===== src/design/pam_pkg.sv =====
// Shared package of the polygon area and perimeter measurement block.
// Holds field widths, constants, state machine and command/status types.
// No dependencies.
package pam_pkg;

  localparam int unsigned MAX_VERTICES = 1024;
  localparam int unsigned COORD_W      = 16;
  localparam int unsigned MM_W         = 20;
  localparam int unsigned AREA_W       = 33;
  localparam int unsigned AREA_MM_W    = 40;
  localparam int unsigned PERIM_W      = 27;
  localparam int unsigned RAD_W        = 34;
  localparam int unsigned ROOT_W       = 17;
  localparam int unsigned DIV_W        = 56;
  localparam int unsigned QUO_W        = 16;

  localparam logic [MM_W-1:0] MM_RESET    = 20'd65536;
  // round(4 * pi * 2^16)
  localparam logic [19:0]     FOUR_PI_Q16 = 20'd823550;

  typedef enum logic [4:0] {
    ST_IDLE,
    ST_DIFF,
    ST_SQ,
    ST_ROOT_GO,
    ST_ROOT,
    ST_UPD,
    ST_CHECK,
    ST_F1,
    ST_F2,
    ST_F3,
    ST_F4,
    ST_DIV_GO,
    ST_DIV_WAIT,
    ST_OUT
  } state_e;

  typedef enum logic [1:0] {
    DIV_RND,
    DIV_CX,
    DIV_CY
  } div_sel_e;

  typedef struct packed {
    logic     load_in;
    logic     diff;
    logic     close_edge;
    logic     square;
    logic     root_go;
    logic     add_len;
    logic     upd_vtx;
    logic     fin1;
    logic     fin2;
    logic     fin3;
    logic     fin4;
    logic     div_go;
    logic     div_store;
    div_sel_e div_sel;
    logic     out_load;
  } cmd_t;

  typedef struct packed {
    logic cnt_zero;
    logic cnt_full;
    logic cnt_ge3;
    logic last;
    logic root_done;
    logic div_done;
    logic perim_zero;
    logic out_free;
  } status_t;

endpackage


===== src/design/pam_ctrl.sv =====
// Sequencer of the polygon measurement block: steps the datapath per vertex
// and through the closing edge and final computations. Depends on pam_pkg.
module pam_ctrl (
  input  logic              clk_i,
  input  logic              rst_ni,
  input  logic              in_valid_i,
  output logic              in_ready_o,
  input  pam_pkg::status_t  status_i,
  output pam_pkg::cmd_t     cmd_o
);

  pam_pkg::state_e   state_q, state_d;
  pam_pkg::div_sel_e sel_q, sel_d;
  logic              closing_q, closing_d;

  always_ff @(posedge clk_i or negedge rst_ni) begin
    if (!rst_ni) begin
      state_q   <= pam_pkg::ST_IDLE;
      sel_q     <= pam_pkg::DIV_RND;
      closing_q <= 1'b0;
    end else begin
      state_q   <= state_d;
      sel_q     <= sel_d;
      closing_q <= closing_d;
    end
  end

  always_comb begin
    state_d    = state_q;
    sel_d      = sel_q;
    closing_d  = closing_q;
    cmd_o      = '0;
    in_ready_o = 1'b0;
    cmd_o.div_sel    = sel_q;
    cmd_o.close_edge = closing_q;
    unique case (state_q)
      pam_pkg::ST_IDLE: begin
        in_ready_o = 1'b1;
        if (in_valid_i) begin
          cmd_o.load_in = 1'b1;
          closing_d     = 1'b0;
          if (status_i.cnt_full) begin
            state_d = pam_pkg::ST_CHECK;
          end else if (status_i.cnt_zero) begin
            state_d = pam_pkg::ST_UPD;
          end else begin
            state_d = pam_pkg::ST_DIFF;
          end
        end
      end
      pam_pkg::ST_DIFF: begin
        cmd_o.diff = 1'b1;
        state_d    = pam_pkg::ST_SQ;
      end
      pam_pkg::ST_SQ: begin
        cmd_o.square = 1'b1;
        state_d      = pam_pkg::ST_ROOT_GO;
      end
      pam_pkg::ST_ROOT_GO: begin
        cmd_o.root_go = 1'b1;
        state_d       = pam_pkg::ST_ROOT;
      end
      pam_pkg::ST_ROOT: begin
        if (status_i.root_done) begin
          cmd_o.add_len = 1'b1;
          state_d       = closing_q ? pam_pkg::ST_F1 : pam_pkg::ST_UPD;
        end
      end
      pam_pkg::ST_UPD: begin
        cmd_o.upd_vtx = 1'b1;
        state_d       = pam_pkg::ST_CHECK;
      end
      pam_pkg::ST_CHECK: begin
        if (!status_i.last) begin
          state_d = pam_pkg::ST_IDLE;
        end else if (status_i.cnt_ge3) begin
          closing_d = 1'b1;
          state_d   = pam_pkg::ST_DIFF;
        end else begin
          state_d = pam_pkg::ST_OUT;
        end
      end
      pam_pkg::ST_F1: begin
        cmd_o.fin1 = 1'b1;
        state_d    = pam_pkg::ST_F2;
      end
      pam_pkg::ST_F2: begin
        cmd_o.fin2 = 1'b1;
        state_d    = pam_pkg::ST_F3;
      end
      pam_pkg::ST_F3: begin
        cmd_o.fin3 = 1'b1;
        state_d    = pam_pkg::ST_F4;
      end
      pam_pkg::ST_F4: begin
        cmd_o.fin4 = 1'b1;
        sel_d      = status_i.perim_zero ? pam_pkg::DIV_CX : pam_pkg::DIV_RND;
        state_d    = pam_pkg::ST_DIV_GO;
      end
      pam_pkg::ST_DIV_GO: begin
        cmd_o.div_go = 1'b1;
        state_d      = pam_pkg::ST_DIV_WAIT;
      end
      pam_pkg::ST_DIV_WAIT: begin
        if (status_i.div_done) begin
          cmd_o.div_store = 1'b1;
          if (sel_q == pam_pkg::DIV_CY) begin
            state_d = pam_pkg::ST_OUT;
          end else begin
            sel_d   = (sel_q == pam_pkg::DIV_RND) ? pam_pkg::DIV_CX : pam_pkg::DIV_CY;
            state_d = pam_pkg::ST_DIV_GO;
          end
        end
      end
      pam_pkg::ST_OUT: begin
        if (status_i.out_free) begin
          cmd_o.out_load = 1'b1;
          state_d        = pam_pkg::ST_IDLE;
        end
      end
      default: state_d = pam_pkg::ST_IDLE;
    endcase
  end

endmodule


===== config.mk =====
export PLATFORM = sky130hd
export DESIGN_NAME = pam_ctrl
export DESIGN_NICKNAME = d
export VERILOG_FILES = /design/src/design/pam_pkg.sv /design/src/design/pam_ctrl.sv
export SDC_FILE = /design/constraint.sdc
export NUM_CORES = 1
export LEC_CHECK = 0
export BUFFER_PORTS_ARGS = -buffer_cell sky130_fd_sc_hd__buf_2
export CAP_MARGIN = 20
export CORE_MARGIN = 2
export CORE_UTILIZATION = 30
export CTS_BUF_LIST = sky130_fd_sc_hd__clkbuf_4
export CTS_CLUSTER_SIZE = 24
export DETAILED_ROUTE_END_ITERATION = 12
export PLACE_DENSITY = 0.63
export SYNTH_ARGS = -nofsm -noshare
export SYNTH_HDL_FRONTEND = slang
export SYNTH_SLANG_ARGS = --single-unit

===== constraint.sdc =====
create_clock -name clk_i -period 1.2 [get_ports clk_i]
set_input_delay 0.12 -clock clk_i [delete_from_list [all_inputs] [get_ports clk_i]]
set_output_delay 0.12 -clock clk_i [all_outputs]
set_load 0.02 [all_outputs]

==> results of run 1 <==
registers in the layout, indices dropped and copies added (netlist names):
name / cells
state_q: 4
sel_q: 2
closing_q: 1
power by group:
group / switching (mW) / internal [mW]
combinational: 1.49 / 1.52
clock: 0.0936 / 0.150
sequential: 0.176 / 0.355
path summary, 6_finish.rpt:
| check | start | slack [ps] | cells past startpoint | endpoint |
|---|---|---|---|---|
| setup / recovery | state_q[2] | -360 | 4 | cmd_o[7] |
| hold / removal | status_i[1] | 140 | 3 | sel_q[0] |
| setup reg to reg | state_q[1] | -300 | 6 | state_q[2] |
| hold reg to reg | closing_q | 540 | 2 | closing_q |
| max in group asynchronous | rst_ni | 790 | 2 | state_q[0] |
| min in group asynchronous | rst_ni | 230 | 2 | closing_q |
synth_stat cells:
library cell  count
dfrtp_1           7
nand4bb_1         2
a21oi_1           4
nor2_1           13
and3_1            1
a31o_1            1
nor2b_1           1
nor4_2            1
or2_1             1
o22ai_1           2
mux2i_1           1
nand2_1           4
a31oi_1           2
nand3_1           1
inv_1             4
o21bai_1          1
o221ai_1          1
buf_2             4
a22oi_1           1
o21ai_0           3
nor3_1            3
a211oi_1          2
nor3b_1           1
a311oi_2          1
or2b_1            1
buf_4             1
o31ai_1           1
and2_1            3
a21o_1            1
nand2b_1          4
nor3_2            2
nor2_2            1
a2bb2oi_1         1
buf_6             2
a311oi_1          1
cells by family after synthesis:
family	count (synthesis)	share of synthesized area, %
mux	1	1.59
buf+inv	11	10.4
flops	7	27.9
simple gates	39	35.5
compound gates	22	24.7
stage by stage:
step                setup WS (ps)  hold WS, ps
finish                       -361          140
global placement             -186        -40.2
detailed placement           -234        -34.3
global route                 -432          150
CTS                          -274          138
floorplan                    -167         -176
cell type report:
type,count,area [um2]
fillers,171,614
clock buffers,4,30.0
flip-flops and latches,7,178
inverters,4,15.0
repair buffers,62,522
multi-input cells,62,569
well taps,27,33.8
critical path: cells and delay by family, from the launching register on:
family	cells	cell delay [ps]
DFF	1	410
and+or+nand+nor	2	450
buffers and inverters	2	330
per-layer routing:
layer | GRT usage [%] | part of all wire (%) | vias up
li1 | - | - | 406
met1 | 23.8 | 37 | 421
met2 | 35.8 | 56 | 40
met3 | 5.45 | 4.5 | 12
met4 | 2.78 | 2.8 | 0
met5 | 0 | 0 | -
repair_timing:
action | CTS | global route
setup buffers | 8 | 7
endpoints found under the hold margin | 7 | 0
resized for setup | 41 | 32
hold buffers | 1 | 0
setup endpoints to repair | 21 | 21
pin swaps | 2 | 8
==> results list, run 1 <==
* Run status: finished, violations left
- Violated checks: negative setup slack
- Summed over all failing endpoints, the final setup total negative slack is -4190 ps.
- Maximum clock path buffer count: 2
- After synthesis, the mean cell area works out to approximately 8 um2.
* Placed instance area: roughly 940 um2
- For this run, the top clock speed supported by timing is roughly 640 MHz.
- Count of standard-cell rows: 16
- After global routing the overflow that remains totals 0.
- Ratio of cells with drive above 1 in the final layout: about 73%
- Data required time of the worst path: between 1000 and 1500 ps
- Count of final max-slew check failures: 0
- Power per cell area: about 2800 mW/mm2
* Distinct cell type count after synthesis: 35
- Period Utilization, post-route: 130%
* Post-synth top area cell: dfrtp_1
- Worst endpoint data arrival time: 1440 ps
- Part of the Yosys area used for sequential elements: 27.9%
* Leading cell types in the layout, fill and taps excluded: buf_4 (25), buf_6 (23), buf_2 (13)
* Commonest non-fill, non-tap cell in the layout: buf_4
* I/O Buffers: 27
- After detailed routing, the number of remaining DRC violations is 0.
- Clock buffer count from CTS: 3
- Worst slew pin tran: 279 ps
- After synthesis the cells add up to about 630 um2.
- H-tree level count: 1
- Die width: 49.8 um
* Insertion delay of the later-clocked pin in the worst-skew pair: around 250 ps
- The first global-routing pass estimated 3720 um of wire.
- Half-perimeter wire length after placement: 1480 um
- Clock transition at path regs: about 50 ps
- Top-Level Pins: 28
- Worst setup slack after layout: -361 ps
- CORE AREA: between 0.0015 and 0.002 mm2
- Synthesized net count: 91
- After detailed placement, the design holds a cell count of approximately 150.
- Measured along the y axis, the die boundary spans about 50 um.
* Antenna Nets Post-Route: 0
* Starting density of the core: 32.0%
- Design Area, Final: between 0.001 and 0.0015 mm2
- For this run, the slowest stage of the critical path takes between 400 and 500 ps.
* Mapped Cells: 80
- Measured on the finished design, the core utilization comes to between 60% and 70%.
- Floorplan die area: 0.00248 mm2
* Top cells by area in the synthesized netlist: dfrtp_1 (28%), nor2_1 (7.8%), nand2b_1 (4.0%)
- Final Routed Wirelength: 2770 um
* Critical path class: flip-flop to primary output
* Kind of capture point of the worst setup path: primary output
- Number of antenna violations at the first check in global routing: 0
- Post-synthesis to final-layout area growth: 115%
- Headroom to the max-slew limit came out at between 80% and 90%.
- Type of the most critical hold path: input port to flip-flop
- Entering global routing, the biggest net connects 12 pins.
- Area share of the largest cell type after synthesis: between 20 and 30%
- For this run, the detailed router's first-pass iteration total came to 5.
- RSZ-0062 raised after global routing: true
- In the final routed layout, each cell accounts on average for about 17 um.
- Summing internal, switching and leakage power gives roughly 3.8 mW.
* Number of endpoints failing setup at the final stage: 21
* #FFs+latches synth: 7
* Worst clock skew on the final layout: approximately 1.1 ps
* Final instance count without filler cells: 166
- Gpl congestion: 0.803
- Summed over all cells, the static leakage comes to slightly above 0.6 nW.
- The routed design could run at a clock period as short as 1560 ps.
- Max stage delay cell, worst path: dfrtp_1
* Clk Tree Root Cell: clkbuf_4
- The repair_antennas step left the layout with diodes totalling 0.
- Clock tree from TritonCTS: yes
- Final layout net count: between 150 and 200
* Vias after detailed routing: ~880
- Vias per Instance: 5.30
- Via count of the first global-routing pass: 791
- Cell chain of the critical path: buf_6 -> or2b_4 -> nor3_2 -> buf_4
- CP startpoint kind: flip-flop
- Yosys printed 0 warnings.
- CTS saw 7 sinks.
- Across the VDD grid, the largest voltage drop is roughly 1300 uV.
- Across the run, the number of max-cap violations was 0.
* Starting DRT DRC Count: 12
- Total Routing Usage GR: 19.8%
* Count of endpoints failing hold in the final timing report: 0
- Maximum net fanout on the critical path: 5
Note: power is estimated with default switching activity, not from simulation.
==> run 2, diff against run 1 <==
--- a/config.mk
+++ b/config.mk
@@ -10,3 +10,3 @@
 export CORE_MARGIN = 2
-export CORE_UTILIZATION = 30
+export CORE_UTILIZATION = 43
 export CTS_BUF_LIST = sky130_fd_sc_hd__clkbuf_4
@@ -14,3 +14,3 @@
 export DETAILED_ROUTE_END_ITERATION = 12
-export PLACE_DENSITY = 0.63
+export PLACE_DENSITY = 0.83
 export SYNTH_ARGS = -nofsm -noshare
==> constraint.sdc (replaced) <==
create_clock -name clk_i -period 1.2 [get_ports clk_i]
set_input_delay 0.24 -clock clk_i [delete_from_list [all_inputs] [get_ports clk_i]]
set_output_delay 0.24 -clock clk_i [all_outputs]
set_load 0.02 [all_outputs]
==> run 2 against run 1 <==
Net effect:
- the flow now stops in 4_1_cts
- synthesized cell count unchanged
- synthesized area unchanged
==> results list, run 2 <==
* Most frequently used flop master after synthesis: dfrtp_1
* Count leader, synth: nor2_1
- The number of nets handed over by synthesis was 91.
- Placed instance area: roughly 960 um2
- The tool reported: "[ERROR DPL-0038] Utilization greater than 100%, impossible to legalize".
- In the synthesized netlist the async set-or-reset flop fraction comes to between 90% and 100%.
* Clk Tree Root Cell: clkbuf_4
- Die width: between 40 and 50 um
* #FFs+latches synth: 7
* Gpl congestion: 0.923
- In this run, placement finished with an instance count of around 130.
- Count of standard-cell rows: 13
- After synthesis, the netlist uses 35 different library cells.
- The floorplan step set the die height to 42.2 um.
- The Yosys step of the flow raised 0 warnings.
- A synthesized cell averages 7.85 um2.
- Maximum clock path buffer count: 2
- Cell Area, Synth: 628 um2
- Buffers inserted to repair hold after CTS numbered 1.
- In the post-synthesis netlist, the biggest area contributors are dfrtp_1 (28%), nor2_1 (7.8%), nand2b_1 (4.0%).
- Clock sink count: 7
- The initial utilization of the core area, before any placement, comes to 47.1%.
- Run status: aborted with a tool error
* H-tree level count: 1
* I/O Buffers: 27
- Half-perimeter wire length after placement: 1660 um
- Post-placement worst setup slack: -219 ps
* Post-synth top cells: nor2_1 (13), dfrtp_1 (7)
- Once the clock tree was built, the resizer swapped 65 gates to a different size.
- Counting every instance in the synthesized netlist gives 80.
- Post-synth top area cell: dfrtp_1
* Part of the Yosys area used for sequential elements: 27.9%
* Setup bufs post-CTS: 18
- Top-Level Pins: 28
- The top cell type by area accounts for between 20% and 30% of the synthesized area.
- The flow stopped in 4_1_cts.
- Number of enable flip-flop cells after synthesis: 0
* Clock buffer count from CTS: 3
==> run 2: cell counts after synthesis <==
Identical to the previous run, type by type.
==> run 2: cell families after synthesis <==
kind of cell           synth area share [%]
AND/OR/NAND/NOR                        35.5
AO/OA/AOI/OAI                          24.7
buffers and inverters                  10.4
flip-flops                             27.9
multiplexers                           1.59
==> run 2: through the flow <==
stage	TNS (ps)	util (%)
after detailed placement	-2880	71.9
after global placement	-2260	71.9
after floorplan	-991	-
==> run 3, diff against run 2 <==
CORE_AREA = 2 2 63 65   (was unset)
CORE_MARGIN = unset   (was 2)
CORE_UTILIZATION = unset   (was 43)
CTS_BUF_LIST = unset   (was sky130_fd_sc_hd__clkbuf_4)
CTS_CLUSTER_SIZE = unset   (was 24)
DIE_AREA = 0 0 65 67   (was unset)
PLACE_DENSITY = unset   (was 0.83)
PLACE_DENSITY_LB_ADDON = 0.15   (was unset)
clock period = 1.55 ns   (was 1.2 ns; I/O delays follow)
==> run 3 against run 2 <==
Net effect:
- the flow now finishes, with violations (negative setup slack)
==> results list, run 3 (synthesis gave the netlist of run 1 again) <==
- Antenna Nets Post-Route: 0
- Leaving out fill and tap cells, the most frequent cells in the layout are buf_4 (23), buf_2 (17), buf_6 (11).
* PnR Total Power: 2.59 mW
- Number of endpoints failing setup at the final stage: 5
- Bufs and invs on worst path: 1
* Met2 Use GR: between 20% and 30%
* Worst Min Path Start: status_i[1]
- Once the floorplan was initialized, standard cells occupied 17.4% of the core.
- By startpoint and endpoint, the worst setup path is classified as flip-flop to primary output.
- Clock buffer count from CTS: 3
* Worst endpoint data arrival time: between 1000 and 1500 ps
- The finished cells cover between 0.001 and 0.0015 mm2.
* Cell chain of the critical path: or2_4 -> nor3_4 -> and2_4 -> buf_6
- Final layout net count: between 100 and 150
- Crit-path leading delay family: simple AND/OR/NAND/NOR gates
* Data required time of the worst path: around 1200 ps
- Power per cell area: between 2000 and 2500 mW/mm2
- Count of placed standard cells including taps: between 150 and 200
- For the pin with the worst max-slew slack, the measured transition is ~310 ps.
- In this run the number of H-tree levels came out at 1.
- In this design, the stage delay of the slowest critical-path cell is 400 ps.
* Kind of capture point of the worst setup path: primary output
* Type of the most critical hold path: input port to flip-flop
- The via count of the first global-routing pass is between 800 and 900.
* Die width: approximately 65 um
- Based on the critical path, the design can be clocked at up to roughly 620 MHz.
- Combinational cells account for 75.5% of the total power.
- In the global route stage, met3 resource usage came out at under 10%.
- Chip height: between 60 and 70 um
- Across the run, the number of max-cap violations was 0.
- Half-perimeter wire length after placement: approximately 1800 um
- Gpl congestion: 0.895
- The analysis attributes to cell leakage a power of 0.534 nW.
- For the finished layout, the period the worst path requires is 1620 ps.
* Launching point of the worst reg2reg path: state_q[2]
- Worst IR drop on VDD: approximately 540 uV
* Vias after detailed routing: between 700 and 800
- Worst clock skew on the final layout: 1.61 ps
- Register bank with the most flops: state_q
- Top-Level Pins: 28
- Max_slew headroom: ~80%
* Post-synthesis to final-layout area growth: 89.8%
* Run status: finished, violations left
- Starting DRT DRC Count: 10
* Post-placement worst setup slack: 61.9 ps
- Global routing's busiest layer: met2
- Share of total power in the clock network: approximately a tenth
- Number of detailed-routing iterations run before antenna repair: 2
- N_diodes: 0
- Dividing the detail-routed via count by the number of cells gives 4.42.
- Period Utilization, post-route: 104%
- STA classifies the critical path startpoint as a flip-flop.
- The final number of max-transition violations is 0.
- Count of endpoints failing hold in the final timing report: 0
- Number of antenna violations at the first check in global routing: 0
* Commonest non-fill, non-tap cell in the layout: buf_4
* Clock tree from TritonCTS: yes
- Count of standard-cell rows: 22
- In this run the worst path has a maximum fanout of 4.
- Clock transition at path regs: approximately 40 ps
- Max stage delay cell, worst path: dfrtp_1
- The share of total power dissipated in sequential elements is 14.8%.
* Final Routed Wirelength: 2480 um
* Pin count of the biggest net entering global routing: 9
* Floorplan die area: 0.00436 mm2
- Total overflow reported by the global router: 0
* Routed length per placed instance: 14.0 um
* Placed instance area: 865 um2
* Clock sink count: 7
- Final routed DRC violation total: 0
- In this run the worst setup path begins at state_q[2].
* Insertion delay of the later-clocked pin in the worst-skew pair: between 200 and 250 ps
- Violated checks: negative setup slack
* Maximum clock path buffer count: 2
- Registers with the highest flip-flop counts: state_q x4, sel_q x2, closing_q x1
- Final-layout setup total negative slack: -164 ps
* Final instance count without filler cells: 177
- Worst setup slack after layout: -65.7 ps
* Global-route track usage on met1: a little over an eighth
- Internal power comes to approximately 1.4 mW.
- Summed over all nets, the switching power comes to between 1 and 1.5 mW.
- The register with the most flip-flops in the layout has 4 of them.
- The total area inside the core boundary comes to ~0.0036 mm2.
* Clk Tree Root Cell: clkbuf_8
- The first global-routing pass estimated between 3000 and 4000 um of wire.
- Ratio of cells with drive above 1 in the final layout: 60.5%
- I/O Buffers: 27
- RSZ-0062 raised after global routing: true
* Total Routing Usage GR: between 10 and 15%
- Of the total power, the share spent switching nets is 45.1%.
run 3: routing by layer:
layer	vias up	part of all wire, %
met5	-	0
met4	0	1.6
met3	4	3.7
met2	17	54
met1	374	41
li1	387	-
run 3: final cells by class:
class                      count  area (um2)
timing repair buffer          52         392
inverter                       4        15.0
fill                         389        2410
sequential                     7         178
multi-input combinational     62         503
clock buffer                   4        45.0
tap                           48        60.1
run 3: power groups by stage:
stage / clock [mW] / combinational (mW) / sequential (mW)
CTS: 0.260 / 1.62 / 0.374
floorplan: 0 / 0.884 / 0.362
global placement: 0 / 1.32 / 0.364
finish: 0.250 / 1.96 / 0.383
detailed placement: 0 / 1.30 / 0.361
global route: 0.273 / 2.10 / 0.395
run 3: worst min-delay path, stage by stage:
cell	delay (ps)
buf_2	80
a22oi_1	60
o21ai_0	60
run 3: per-stage QoR:
step	util (%)	hold slack [ps]
after global routing	33.1	354
final	33.1	334
after global placement	24.0	158
after detailed placement	24.0	155
after floorplan	-	14.4
after CTS	29.6	330
run 3: final timing paths:
path	cells after the start	to	slack [ps]
worst min register to register	2	sel_q[1]	550
max in group asynchronous	2	state_q[1]	920
min in group asynchronous	2	state_q[3]	460
worst max register to register	6	state_q[0]	-20
worst max-delay path	4	cmd_o[15]	-70
worst min-delay path	3	sel_q[0]	330
run 3: timing repair:
action / CTS / global route
cloned: 0 / 0
hold endpoints to repair: 7 / 0
setup buffers: 9 / 5
endpoints found under the setup margin: 11 / 15
hold buffers: 1 / 0
pin swaps: 5 / 4
resized for setup: 24 / 21
==> run 4, diff against run 3 <==
ABC_AREA = 1   (was unset)
HOLD_SLACK_MARGIN = 0.05   (was unset)
RECOVER_POWER = 100   (was unset)
==> run 4 against run 3 <==
Net effect:
- the run still ends with negative setup slack left
- final area decreased by 15%
- flip-flop and latch count unchanged
- core utilization is 5.0 points lower
- die area unchanged
- critical endpoint is now cmd_o[10]
- largest cell class unchanged
==> results list, run 4 <==
- Leading cell types in the layout, fill and taps excluded: nand2_1 (27), inv_1 (15), buf_4 (15)
- Leaving out fill and tap cells, the most frequent cell in the layout is nand2_1.
* Pin count of the biggest net entering global routing: 8
* Starting density of the core: between 10% and 20%
* Number of antenna violations at the first check in global routing: 0
- The largest single stage delay on the critical path is about 450 ps.
- Final Core Density: between 20% and 30%
- Half-perimeter wire length after placement: between 1500 and 2000 um
* Period Utilization, post-route: 101%
* Power per cell area: 1880 mW/mm2
* Cell Area, Synth: just over 600 um2
* Antenna Nets Post-Route: 0
- The pre-antenna-repair detailed-routing pass consisted of 4 iterations.
- TritonCTS built the clock tree.
- The via count of the first global-routing pass came to a little over 700.
- Max Fclk: between 600 and 700 MHz
- In the synthesized netlist, the number of instances is 110.
- Dividing the detail-routed via count by the number of cells gives ~4.1.
- Headroom to the max-slew limit came out at between 70 and 80%.
- The layout has 435 filler cells.
- The die is 65 um wide.
- CORE AREA: 0.00361 mm2
* N_diodes: 0
* Leakage: about 0.56 nW
- Psw: around 980 uW
* Cell chain of the critical path: nor2_4 -> nand2_2 -> nor2_2 -> buf_6
* Maximum net fanout on the critical path: 6
- The tool flagged a number of max-cap violations equal to 0.
- H-tree level count: 1
* Share of total power in the clock network: 14.3%
- YS warnings: 0
- Top-Level Pins: 28
* Distinct cell type count after synthesis: 17
- The final reports fail on negative setup slack.
- Of all flip-flops after synthesis, the portion carrying an async set or reset was between 90% and 100%.
* I/O Buffers: 27
- In the final layout, the share of cells above drive strength 1 is a little over two fifths.
* Number of enable flip-flop cells after synthesis: 0
- In this run the worst hold path is classified as input port to flip-flop.
* Worst slew pin tran: 420 ps
* Vias after detailed routing: between 700 and 800
- After routing, the total negative slack on setup checks comes to -21.7 ps.
* Synthesized area per cell: between 5 and 6 um2
- state_q holds more flip-flops than any other register.
- Registers with the highest flip-flop counts: state_q x4, sel_q x2, closing_q x1
- In this run the core area contains 22 standard-cell rows.
* Routed length per placed instance: about 10 um
- The final count of hold timing violations is 0.
* Post-placement worst setup slack: approximately 100 ps
- The congestion estimate from routability-driven global placement came to 0.792.
* Post-synth top cells: nand2_1 (30), inv_1 (21), nor2_1 (19), nand3_1 (9), dfrtp_1 (7)
- Across all setup checks in the final design, the least slack found is -13.9 ps.
- Floorplan die area: roughly 0.0044 mm2
- CTS saw 7 sinks.
* Area taken by multi-input logic gates: around 420 um2
* Post-synthesis to final-layout area growth: 62.4%
- At the worst endpoint, the required time is around 1200 ps.
* Count leader, synth: nand2_1
* Clock transition at path regs: approximately 40 ps
- Worst clock skew on the final layout: between 3 and 4 ps
* Synthesized net count: 121
- The worst setup path is captured at a primary output.
- The register with the most flip-flops in the layout has 4 of them.
* Total overflow reported by the global router: 0
* Top cells by area in the synthesized netlist: dfrtp_1 (28%), nand2_1 (18%), inv_1 (13%)
- The later pin in the worst-skew pair is clocked with a latency of 240 ps.
- The critical path is of the flip-flop to primary output type.
- #FFs+latches synth: 7
- Of the total power, combinational logic draws approximately 65%.
- Chip height: 67 um
- CP startpoint kind: flip-flop
- Global routing used under 10% of the available tracks.
* Number of endpoints failing setup at the final stage: 5
- Sequential power share: between 20% and 30%
- Placed instance area: between 800 and 900 um2
* Starting DRT DRC Count: 14
- Net switching is 51.3% of the power.
* Register-to-Register Setup Slack: 220 ps
- For this design, the slowest cell found on the critical path is dfrtp_2.
- The internal portion of the total power is roughly 930 uW.
- Data arrives at the worst endpoint at ~1300 ps.
* Run status: finished, violations left
* Final Routed Wirelength: ~2000 um
* Total area of sequential cells: approximately 180 um2
* Part of the Yosys area used for sequential elements: between 20 and 30%
- Count of final max-slew check failures: 0
- Worst IR drop on VDD: approximately 350 uV
- Setup repair after global routing could not meet its margin everywhere.
* Final routed DRC violation total: 0
- Design Area, Final: approximately 0.001 mm2
- Clk Tree Root Cell: clkbuf_8
- The first global-routing pass estimated about 3100 um of wire.
* Min Clock Period, post-route: 1560 ps
- In the synthesized netlist the dominant register cell turns out to be dfrtp_1.
* Clock buffer count from CTS: 3
- The net count of the finished layout is 158.
- Maximum clock path buffer count: 2
- Post-synth top area cell: dfrtp_1
- Area share of the largest cell type after synthesis: 28.1%
run 4: cell types whose count changed after synthesis, sizes merged, moves of 3 or more:
cell,previous run,this run
inv,4,23
o21ai,3,8
nand3,1,9
nor2,14,24
nand2,4,33
and2,3,0
nor3,5,1
nand2b,4,0
buf,7,1
a21oi,4,1
run 4: cells by family after synthesis:
| kind of cell | share of synthesized area (%) |
|---|---|
| buffers and inverters | 15.1 |
| AO/OA/AOI/OAI | 9.44 |
| AND/OR/NAND/NOR | 47.4 |
| flip-flops | 28.1 |
run 4: critical path, delay by kind of cell, from the launching register on:
kind | cells | cell delay [ps]
DFF | 1 | 450
buffers and inverters | 1 | 120
and+or+nand+nor | 3 | 450
run 4: path summary, 6_finish.rpt:
path / from / end / cells past startpoint
setup / recovery: state_q[1] / cmd_o[10] / 4
hold / removal: status_i[1] / sel_q[0] / 3
setup reg to reg: state_q[1] / state_q[0] / 8
hold reg to reg: sel_q[1] / sel_q[1] / 2
max in group asynchronous: rst_ni / state_q[3] / 2
min in group asynchronous: rst_ni / state_q[0] / 2
run 4: stage by stage:
stage	hold WS, ps	instances	power, mW
2_1_floorplan	14.4	110	1.05
3_3_place_gp	163	185	1.36
3_5_place_dp	165	185	1.34
4_1_cts	339	191	1.72
5_1_grt	353	194	2.06
6_report	344	194	1.91
run 4: routing by layer:
metal	global-route usage [%]	up-vias	wire [um]
li1	-	409	-
met1	11.4	356	894
met2	16.1	25	920
met3	1.01	5	110
met4	9.57	0	79
met5	0	-	0
run 4: what timing repair did:
action                                  4_1_cts  5_1_grt
hold buffers                                  1        0
setup buffers                                 1        3
gates resized for setup                      17       27
pin swaps                                     2        8
endpoints found under the hold margin         7        0
endpoints found under the setup margin       14       14
run 4: layout make-up:
class / count / share of cell area [%]
sequential: 7 / 17.8
clock buffer: 4 / 4.45
inverter: 23 / 8.53
timing repair buffer: 33 / 21.9
tap: 48 / 5.93
multi-input combinational: 79 / 41.4
run 4: power by group through the flow:
stage	combinational, mW	clock [mW]	sequential (mW)
finish	1.23	0.272	0.402
global route	1.36	0.284	0.416
CTS	1.06	0.275	0.387
detailed placement	0.987	0	0.353
global placement	1.01	0	0.350
floorplan	0.701	0	0.354
